--- src/hdl/ppim0_pkg.sv ---
// ----------------------------------------------------------------------------
// ppim0_pkg
// Shared types and codes for the three-port parallel I/O block (mode 0).
// ----------------------------------------------------------------------------
package ppim0_pkg;

	localparam int NUM_PORTS = 3;

	// bus action codes
	localparam logic ACT_READ  = 1'b0;
	localparam logic ACT_WRITE = 1'b1;

	// register offsets
	localparam logic [2:0] ADDR_PORT_A = 3'd0;
	localparam logic [2:0] ADDR_PORT_B = 3'd1;
	localparam logic [2:0] ADDR_PORT_C = 3'd2;
	localparam logic [2:0] ADDR_CTL    = 3'd3;

	// port indexes
	localparam logic [1:0] PORT_A = 2'd0;
	localparam logic [1:0] PORT_B = 2'd1;
	localparam logic [1:0] PORT_C = 2'd2;

	// control word fields
	localparam int CTL_MODE_SET_BIT = 7;
	localparam int CTL_DIR_A_BIT    = 4;
	localparam int CTL_DIR_CU_BIT   = 3;
	localparam int CTL_DIR_B_BIT    = 1;
	localparam int CTL_DIR_CL_BIT   = 0;

	localparam logic [7:0] READ_UNUSED = 8'hFF;

	typedef logic [7:0] byte_t;

	typedef struct packed {
		logic                        action;
		logic [2:0]                  address;
		byte_t                       write_data;
		logic [NUM_PORTS-1:0][7:0]   pins;
	} item_t;

	typedef struct packed {
		byte_t                       read_data;
		logic [NUM_PORTS-1:0][7:0]   drive;
		logic [NUM_PORTS-1:0][7:0]   changed;
		logic [NUM_PORTS-1:0]        touched;
	} res_t;

endpackage

--- src/hdl/ppim0_core.sv ---
// ----------------------------------------------------------------------------
// ppim0_core
// Port latches, directions and drives, with the access decode that updates
// them and forms the result of one item.
// ----------------------------------------------------------------------------
module ppim0_core
	import ppim0_pkg::*;
(
	input  logic  clk,
	input  logic  arst_n,
	input  logic  advance,
	input  item_t item,
	output res_t  res
);

	logic [NUM_PORTS-1:0][7:0] latch_q, latch_d;
	logic [NUM_PORTS-1:0][7:0] dir_q, dir_d;
	logic [NUM_PORTS-1:0][7:0] drive_q, drive_d;
	logic [NUM_PORTS-1:0]      touched;
	byte_t                     rd;
	logic [2:0]                bit_sel;
	logic [1:0]                pidx;

	function automatic byte_t eval_drive(input byte_t latch, input byte_t dir);
		eval_drive = (latch & ~dir) | dir;
	endfunction

	assign pidx    = item.address[1:0];
	assign bit_sel = item.write_data[3:1];

	always_comb begin
		latch_d = latch_q;
		dir_d   = dir_q;
		drive_d = drive_q;
		touched = '0;
		rd      = '0;
		if (item.action == ACT_READ) begin
			case (item.address)
				ADDR_PORT_A, ADDR_PORT_B, ADDR_PORT_C: begin
					rd = (latch_q[pidx] & ~dir_q[pidx]) | (item.pins[pidx] & dir_q[pidx]);
				end
				default: begin
					rd = READ_UNUSED;
				end
			endcase
		end else begin
			case (item.address)
				ADDR_PORT_A, ADDR_PORT_B, ADDR_PORT_C: begin
					latch_d[pidx] = item.write_data;
					drive_d[pidx] = eval_drive(item.write_data, dir_q[pidx]);
					touched[pidx] = 1'b1;
				end
				ADDR_CTL: begin
					if (item.write_data[CTL_MODE_SET_BIT]) begin
						// a nonzero group mode is ignored, nothing changes
						if (item.write_data[6:5] == 2'b00 && !item.write_data[2]) begin
							dir_d[PORT_A] = {8{item.write_data[CTL_DIR_A_BIT]}};
							dir_d[PORT_B] = {8{item.write_data[CTL_DIR_B_BIT]}};
							dir_d[PORT_C] = {{4{item.write_data[CTL_DIR_CU_BIT]}},
								{4{item.write_data[CTL_DIR_CL_BIT]}}};
							latch_d = '0;
							// cleared latches leave only the input bits high
							drive_d = dir_d;
							touched = '1;
						end
					end else begin
						latch_d[PORT_C][bit_sel] = item.write_data[0];
						drive_d[PORT_C] = eval_drive(latch_d[PORT_C], dir_q[PORT_C]);
						touched[PORT_C] = 1'b1;
					end
				end
				default: begin
				end
			endcase
		end
	end

	always_comb begin
		res.read_data = rd;
		res.drive     = drive_d;
		res.touched   = touched;
		for (int p = 0; p < NUM_PORTS; p++) begin
			res.changed[p] = touched[p] ? (drive_q[p] ^ drive_d[p]) : 8'h00;
		end
	end

	always_ff @(posedge clk or negedge arst_n) begin
		if (!arst_n) begin
			latch_q <= '0;
			dir_q   <= '1;
			drive_q <= '0;
		end else if (advance) begin
			latch_q <= latch_d;
			dir_q   <= dir_d;
			drive_q <= drive_d;
		end
	end

	a_read_keeps_drive: assert property (@(posedge clk) disable iff (!arst_n)
		advance && item.action == ACT_READ |=> drive_q == $past(drive_q))
		else $error("read access changed a port drive");

	a_write_reads_zero: assert property (@(posedge clk) disable iff (!arst_n)
		advance && item.action == ACT_WRITE |-> res.read_data == 8'h00)
		else $error("write access returned nonzero read data");

	a_input_bits_high: assert property (@(posedge clk) disable iff (!arst_n)
		advance && res.touched[PORT_C] |=> (drive_q[PORT_C] & dir_q[PORT_C]) == dir_q[PORT_C])
		else $error("port c input bit not driven high after re-evaluation");

endmodule

--- src/hdl/ppim0_outreg.sv ---
// ----------------------------------------------------------------------------
// ppim0_outreg
// Result register: holds one finished item until the output side takes it.
// ----------------------------------------------------------------------------
module ppim0_outreg
	import ppim0_pkg::*;
(
	input  logic clk,
	input  logic arst_n,
	input  logic load,
	input  res_t res_in,
	input  logic out_ready,
	output logic free,
	output logic out_valid,
	output res_t res_q
);

	logic valid_q;

	assign free      = !valid_q || out_ready;
	assign out_valid = valid_q;

	always_ff @(posedge clk or negedge arst_n) begin
		if (!arst_n) begin
			valid_q <= 1'b0;
		end else if (free) begin
			valid_q <= load;
		end
	end

	always_ff @(posedge clk) begin
		if (load) begin
			res_q <= res_in;
		end
	end

endmodule

--- src/hdl/parallel_io_port_mode0.sv ---
// ----------------------------------------------------------------------------
// parallel_io_port_mode0
// Three-port parallel I/O peripheral, basic mode 0, one bus access per item.
// ----------------------------------------------------------------------------
// Each item is one read or write at a 3-bit address and gives exactly one
// result. An item is registered on entry, decoded combinationally against the
// port state, and the result lands in an output register until it is taken;
// one item is taken every clock while the output side keeps out_ready high.
// Change masks compare the drives after the access with those before it;
// reads report zero masks and flags.
module parallel_io_port_mode0
	import ppim0_pkg::*;
(
	input  logic       clk,
	input  logic       arst_n,
	input  logic       in_valid,
	output logic       in_ready,
	input  logic       action,
	input  logic [2:0] address,
	input  logic [7:0] write_data,
	input  logic [7:0] pins_a,
	input  logic [7:0] pins_b,
	input  logic [7:0] pins_c,
	output logic       out_valid,
	input  logic       out_ready,
	output logic [7:0] read_data,
	output logic [7:0] drive_a,
	output logic [7:0] drive_b,
	output logic [7:0] drive_c,
	output logic [7:0] changed_a,
	output logic [7:0] changed_b,
	output logic [7:0] changed_c,
	output logic       touched_a,
	output logic       touched_b,
	output logic       touched_c
);

	item_t item_s1;
	logic  valid_s1;
	logic  advance;
	logic  out_free;
	res_t  res_comb;
	res_t  res_q;

	assign advance  = valid_s1 && out_free;
	assign in_ready = !valid_s1 || advance;

	always_ff @(posedge clk or negedge arst_n) begin
		if (!arst_n) begin
			valid_s1 <= 1'b0;
		end else if (in_ready) begin
			valid_s1 <= in_valid;
		end
	end

	always_ff @(posedge clk) begin
		if (in_valid && in_ready) begin
			item_s1.action     <= action;
			item_s1.address    <= address;
			item_s1.write_data <= write_data;
			item_s1.pins       <= {pins_c, pins_b, pins_a};
		end
	end

	ppim0_core u_core (
		.clk     (clk),
		.arst_n  (arst_n),
		.advance (advance),
		.item    (item_s1),
		.res     (res_comb)
	);

	ppim0_outreg u_outreg (
		.clk       (clk),
		.arst_n    (arst_n),
		.load      (advance),
		.res_in    (res_comb),
		.out_ready (out_ready),
		.free      (out_free),
		.out_valid (out_valid),
		.res_q     (res_q)
	);

	assign read_data = res_q.read_data;
	assign drive_a   = res_q.drive[PORT_A];
	assign drive_b   = res_q.drive[PORT_B];
	assign drive_c   = res_q.drive[PORT_C];
	assign changed_a = res_q.changed[PORT_A];
	assign changed_b = res_q.changed[PORT_B];
	assign changed_c = res_q.changed[PORT_C];
	assign touched_a = res_q.touched[PORT_A];
	assign touched_b = res_q.touched[PORT_B];
	assign touched_c = res_q.touched[PORT_C];

	a_accept_fills_stage: assert property (@(posedge clk) disable iff (!arst_n)
		in_valid && in_ready |=> valid_s1)
		else $error("accepted item did not enter the input stage");

	a_stalled_stage_holds: assert property (@(posedge clk) disable iff (!arst_n)
		valid_s1 && !advance |=> valid_s1 && $stable(item_s1))
		else $error("stalled item lost or changed in the input stage");

	a_waiting_result_holds: assert property (@(posedge clk) disable iff (!arst_n)
		out_valid && !out_ready |=> out_valid && $stable(res_q))
		else $error("waiting result dropped or changed before it was taken");

endmodule
--- config.mk ---
export PLATFORM = sky130hd
export DESIGN_NAME = parallel_io_port_mode0
export DESIGN_NICKNAME = d
export VERILOG_FILES = /design/src/hdl/ppim0_pkg.sv /design/src/hdl/ppim0_core.sv /design/src/hdl/ppim0_outreg.sv /design/src/hdl/parallel_io_port_mode0.sv
export SDC_FILE = /design/constraint.sdc
export NUM_CORES = 1
export LEC_CHECK = 0
export ABC_AREA = 1
export BUFFER_PORTS_ARGS = -buffer_cell sky130_fd_sc_hd__buf_2
export CAP_MARGIN = 5
export CELL_PAD_IN_SITES_DETAIL_PLACEMENT = 2
export CELL_PAD_IN_SITES_GLOBAL_PLACEMENT = 2
export CORE_MARGIN = 8
export CORE_UTILIZATION = 30
export DETAILED_ROUTE_END_ITERATION = 12
export GPL_TIMING_DRIVEN = 0
export PLACE_DENSITY = 0.8
export REMOVE_ABC_BUFFERS = 1
export SYNTH_ARGS = -nofsm -noshare
export SYNTH_HDL_FRONTEND = slang
export SYNTH_SLANG_ARGS = --single-unit
--- constraint.sdc ---
create_clock -name clk -period 4.2 [get_ports clk]
set_input_delay 1.26 -clock clk [delete_from_list [all_inputs] [get_ports clk]]
set_output_delay 1.26 -clock clk [all_outputs]
set_load 0.01 [all_outputs]
==> flow_summary.ini <==
[status]
status = finished, final reports clean

[yosys]
synth_largest_area_cell = sky130_fd_sc_hd__edfxtp_1
yosysWarnings = 0
combinational_family_with_the_most_area_after_synthesis = simple AND/OR/NAND/NOR gates
synth-simple-area-share_pct = 25.0
yosys-top-cells-area = sky130_fd_sc_hd__edfxtp_1, sky130_fd_sc_hd__dfrtp_1, sky130_fd_sc_hd__nand2_1
fraction_of_synthesized_area_in_multiplexers_pct = 0
area_fraction_in_compound_gates_after_synthesis_pct = 8.73
synth-adder-area-share_pct = 0
postSynthCellCount = 755
netlist-cell-type-count = 36
post_synth_instance_area_mm2 = 0.00706
syn_area_per_cell_um2 = 9.35
synth_xor_area_share_pct = 0
synth-seq-area-share_pct = 59.6
synthDominantCellAreaShare_pct = 40.4
postSynthRegisterBits = 149

[clock_tree]
cts_setup_buffers = 0
cts-root-to-sink-buffers = 2
holdBufCountCts = 0
clockRootBuffer = sky130_fd_sc_hd__clkbuf_16
clk_sink_count = 149
insertion_delay_ns = 0.44
cts_htree_levels = 4
reg_clk_slew_reported_paths_ns = 0.06
post_cts.resized_instances = 0
tritoncts_clock_tree = yes
cts_buffers = 17

[global_routing]
grt_pass1_vias = 6420
wire_length_of_the_first_global_routing_pass_um = 35800
number_of_antenna_violations_at_the_first_check_in_global_routing = 0
pin_count_of_the_biggest_net_entering_global_routing = 61
grtUsageTotal_pct = 15.9
globalRoute.totalOverflow = 0

[detailed_routing]
detail_route.vias_per_cell = 4.91
num_vias = 5806
drt-pass1-iter-count = 5
wire_per_inst_um = 18.9
first_iter_violations = 230
drtAntennaViolNets = 0
detail_route.wirelength_um = 22300
post-route-drc-count = 0

[worst_setup_path]
slowest_delay_ns = 0.65
worst_ep_required_time_ns = 4.54
category_of_the_worst_setup_path_launch_point = input port
crit_slowest_cell = sky130_fd_sc_hd__nand2_1
worstPathCellList = buf_2 > inv_1 > nand2_1 > nand2_1 > inv_4 > buf_16 > nand3_1 > o21ai_0
setup.worst_path.end_class = flip-flop
criticalPathCategory = input port to flip-flop
critPathMaxFanout = 60
cpMostUsedCell = sky130_fd_sc_hd__nand2_1
crit_arrival_ns = 3.61

[cells_and_area]
flow.area_growth_from_synthesis_pct = 19.7
fill_cells = 2607
mostFrequentLayoutCells = sky130_fd_sc_hd__nand2_1, sky130_fd_sc_hd__buf_2, sky130_fd_sc_hd__edfxtp_1, sky130_fd_sc_hd__inv_1, sky130_fd_sc_hd__nand3_1
final_common_cell = sky130_fd_sc_hd__nand2_1
num_antenna_cells = 0
final_nets = 891
drive_gt1_share_pct = 21.5
finish.utilization_pct = 36.3

[run]
max_cap_viol_count = 0

[floorplan]
starting_density_of_the_core_pct = 30.4
die_outline_area_mm2 = 0.0287
floorplan.die.height_um = 169
design.core.area_mm2 = 0.0233
floorplan.rows = 56
boundaryPins = 101
chipWidth_um = 169

[placed_design]
place_worst_setup_slack_ns = 0.464
dpl.hpwl_um = 15500
port-buffer-count = 100
weighted_congestion_reported_at_the_end_of_routability_driven_placement = 0.804

[timing]
crit_path_time_final_ns = 3.27
totalNegativeSetupSlack_ns = 0
rsz0062_at_grt = no
layout_worst_path_cycle_share_pct = 77.8
finalSetupViolCount = 0
final-max-slew-violation-count = 0
hold-worst-slack_ns = 0.511
post_route_worst_setup_slack_ns = 0.934
clock.fmax_ghz = 0.306
finalHoldViolations = 0
timing_worst_slew_pin_value_ns = 1.13
fin_worst_skew_ns = 0.0102
slew-limit-headroom_pct = 24.6

[power]
power_density_mw_per_mm2 = 584
vdd.ir_drop.worst_mv = 0.325
power_leakage_nw = 3.76
post-layout-total-power_mw = 4.94

[min_path]
min_path_type = flip-flop to flip-flop
## metrics by stage
step | instance area, um2 | std cells
after CTS | 8450 | 1183
after floorplan | 6920 | 731
after global routing | 8450 | 1183
after detailed placement | 7850 | 1151
after global placement | 7820 | 1150
final | 8450 | 1183
## worst max-delay path: cells and delay by family
family	cells	cell delay, ns
AOI/OAI and AO/OA	1	0.28
buffers and inverters	4	1.01
and+or+nand+nor	3	1.01
## per-layer routing
layer / up-vias / global-route usage, % / part of all wire [%]
met5: - / 0 / 0
li1: 2734 / - / -
met2: 114 / 27.2 / 49
met4: 0 / 5.23 / 1.5
met1: 2932 / 19.7 / 45
met3: 26 / 3.56 / 4.3
## kinds of logic (layout without fill, tap and decap cells)
| family | after synthesis | after routing |
|---|---|---|
| AOI/OAI and AO/OA | 100 | 100 |
| buffers and inverters | 110 | 219 |
| and+or+nand+nor | 396 | 396 |
| DFF | 149 | 149 |
## synthesized netlist by cell type (all sizes together)
library cell  count
a21oi            26
a311oi            1
a31o              7
a31oi             1
buf              20
clkbuf            4
clkinv            1
dfrtp            50
dfstp             4
edfxtp           95
inv              85
nand2           254
nand3            69
nand3b            1
nand4            27
nor2             45
o211ai            4
o21a              5
o21ai            39
o22ai            17
## final cells by class
type	count	area (um2)	area share, %
well taps	319	399	4.72
inverters	86	328	3.88
clock buffers	18	429	5.08
flip-flops and latches	149	4210	49.8
repair buffers	101	531	6.27
clock inverters	14	173	2.04
multi-input cells	496	2390	28.2
## path summary, 6_finish.rpt
kind | depth (start not counted) | slack [ns] | to | start
setup / recovery | 8 | 0.93 | u_core.dir_q[19]$_DFFE_PN1P_ | out_ready
hold / removal | 2 | 0.51 | u_core.dir_q[0]$_DFFE_PN1P_ | u_core.dir_q[0]$_DFFE_PN1P_
setup reg to reg | 8 | 1.02 | u_outreg.res_q[6]$_SDFFCE_PN0P_ | item_s1[33]$_DFFE_PP_
hold reg to reg | 2 | 0.51 | u_core.dir_q[0]$_DFFE_PN1P_ | u_core.dir_q[0]$_DFFE_PN1P_
max in group asynchronous | 1 | 2.75 | u_core.latch_q[2]$_DFFE_PN0P_ | arst_n
min in group asynchronous | 1 | 0.92 | u_core.drive_q[0]$_DFFE_PN0P_ | arst_n
## registers in the layout (all words and copies together) (netlist names)
register and flops:
u_core.drive_q 24, u_core.dir_q 4, u_outreg.res_q 59, valid_s1 1, item_s1 36, u_outreg.out_valid 1
u_core.latch_q 24
## power by group
part,internal (mW),leakage (nW),switching (mW)
Sequential,2.00,1.59,0.245
Combinational,0.376,1.89,0.724
Clock,0.940,0.283,0.650
Total,3.32,3.76,1.62
Note: power is estimated with default switching activity, not from simulation.
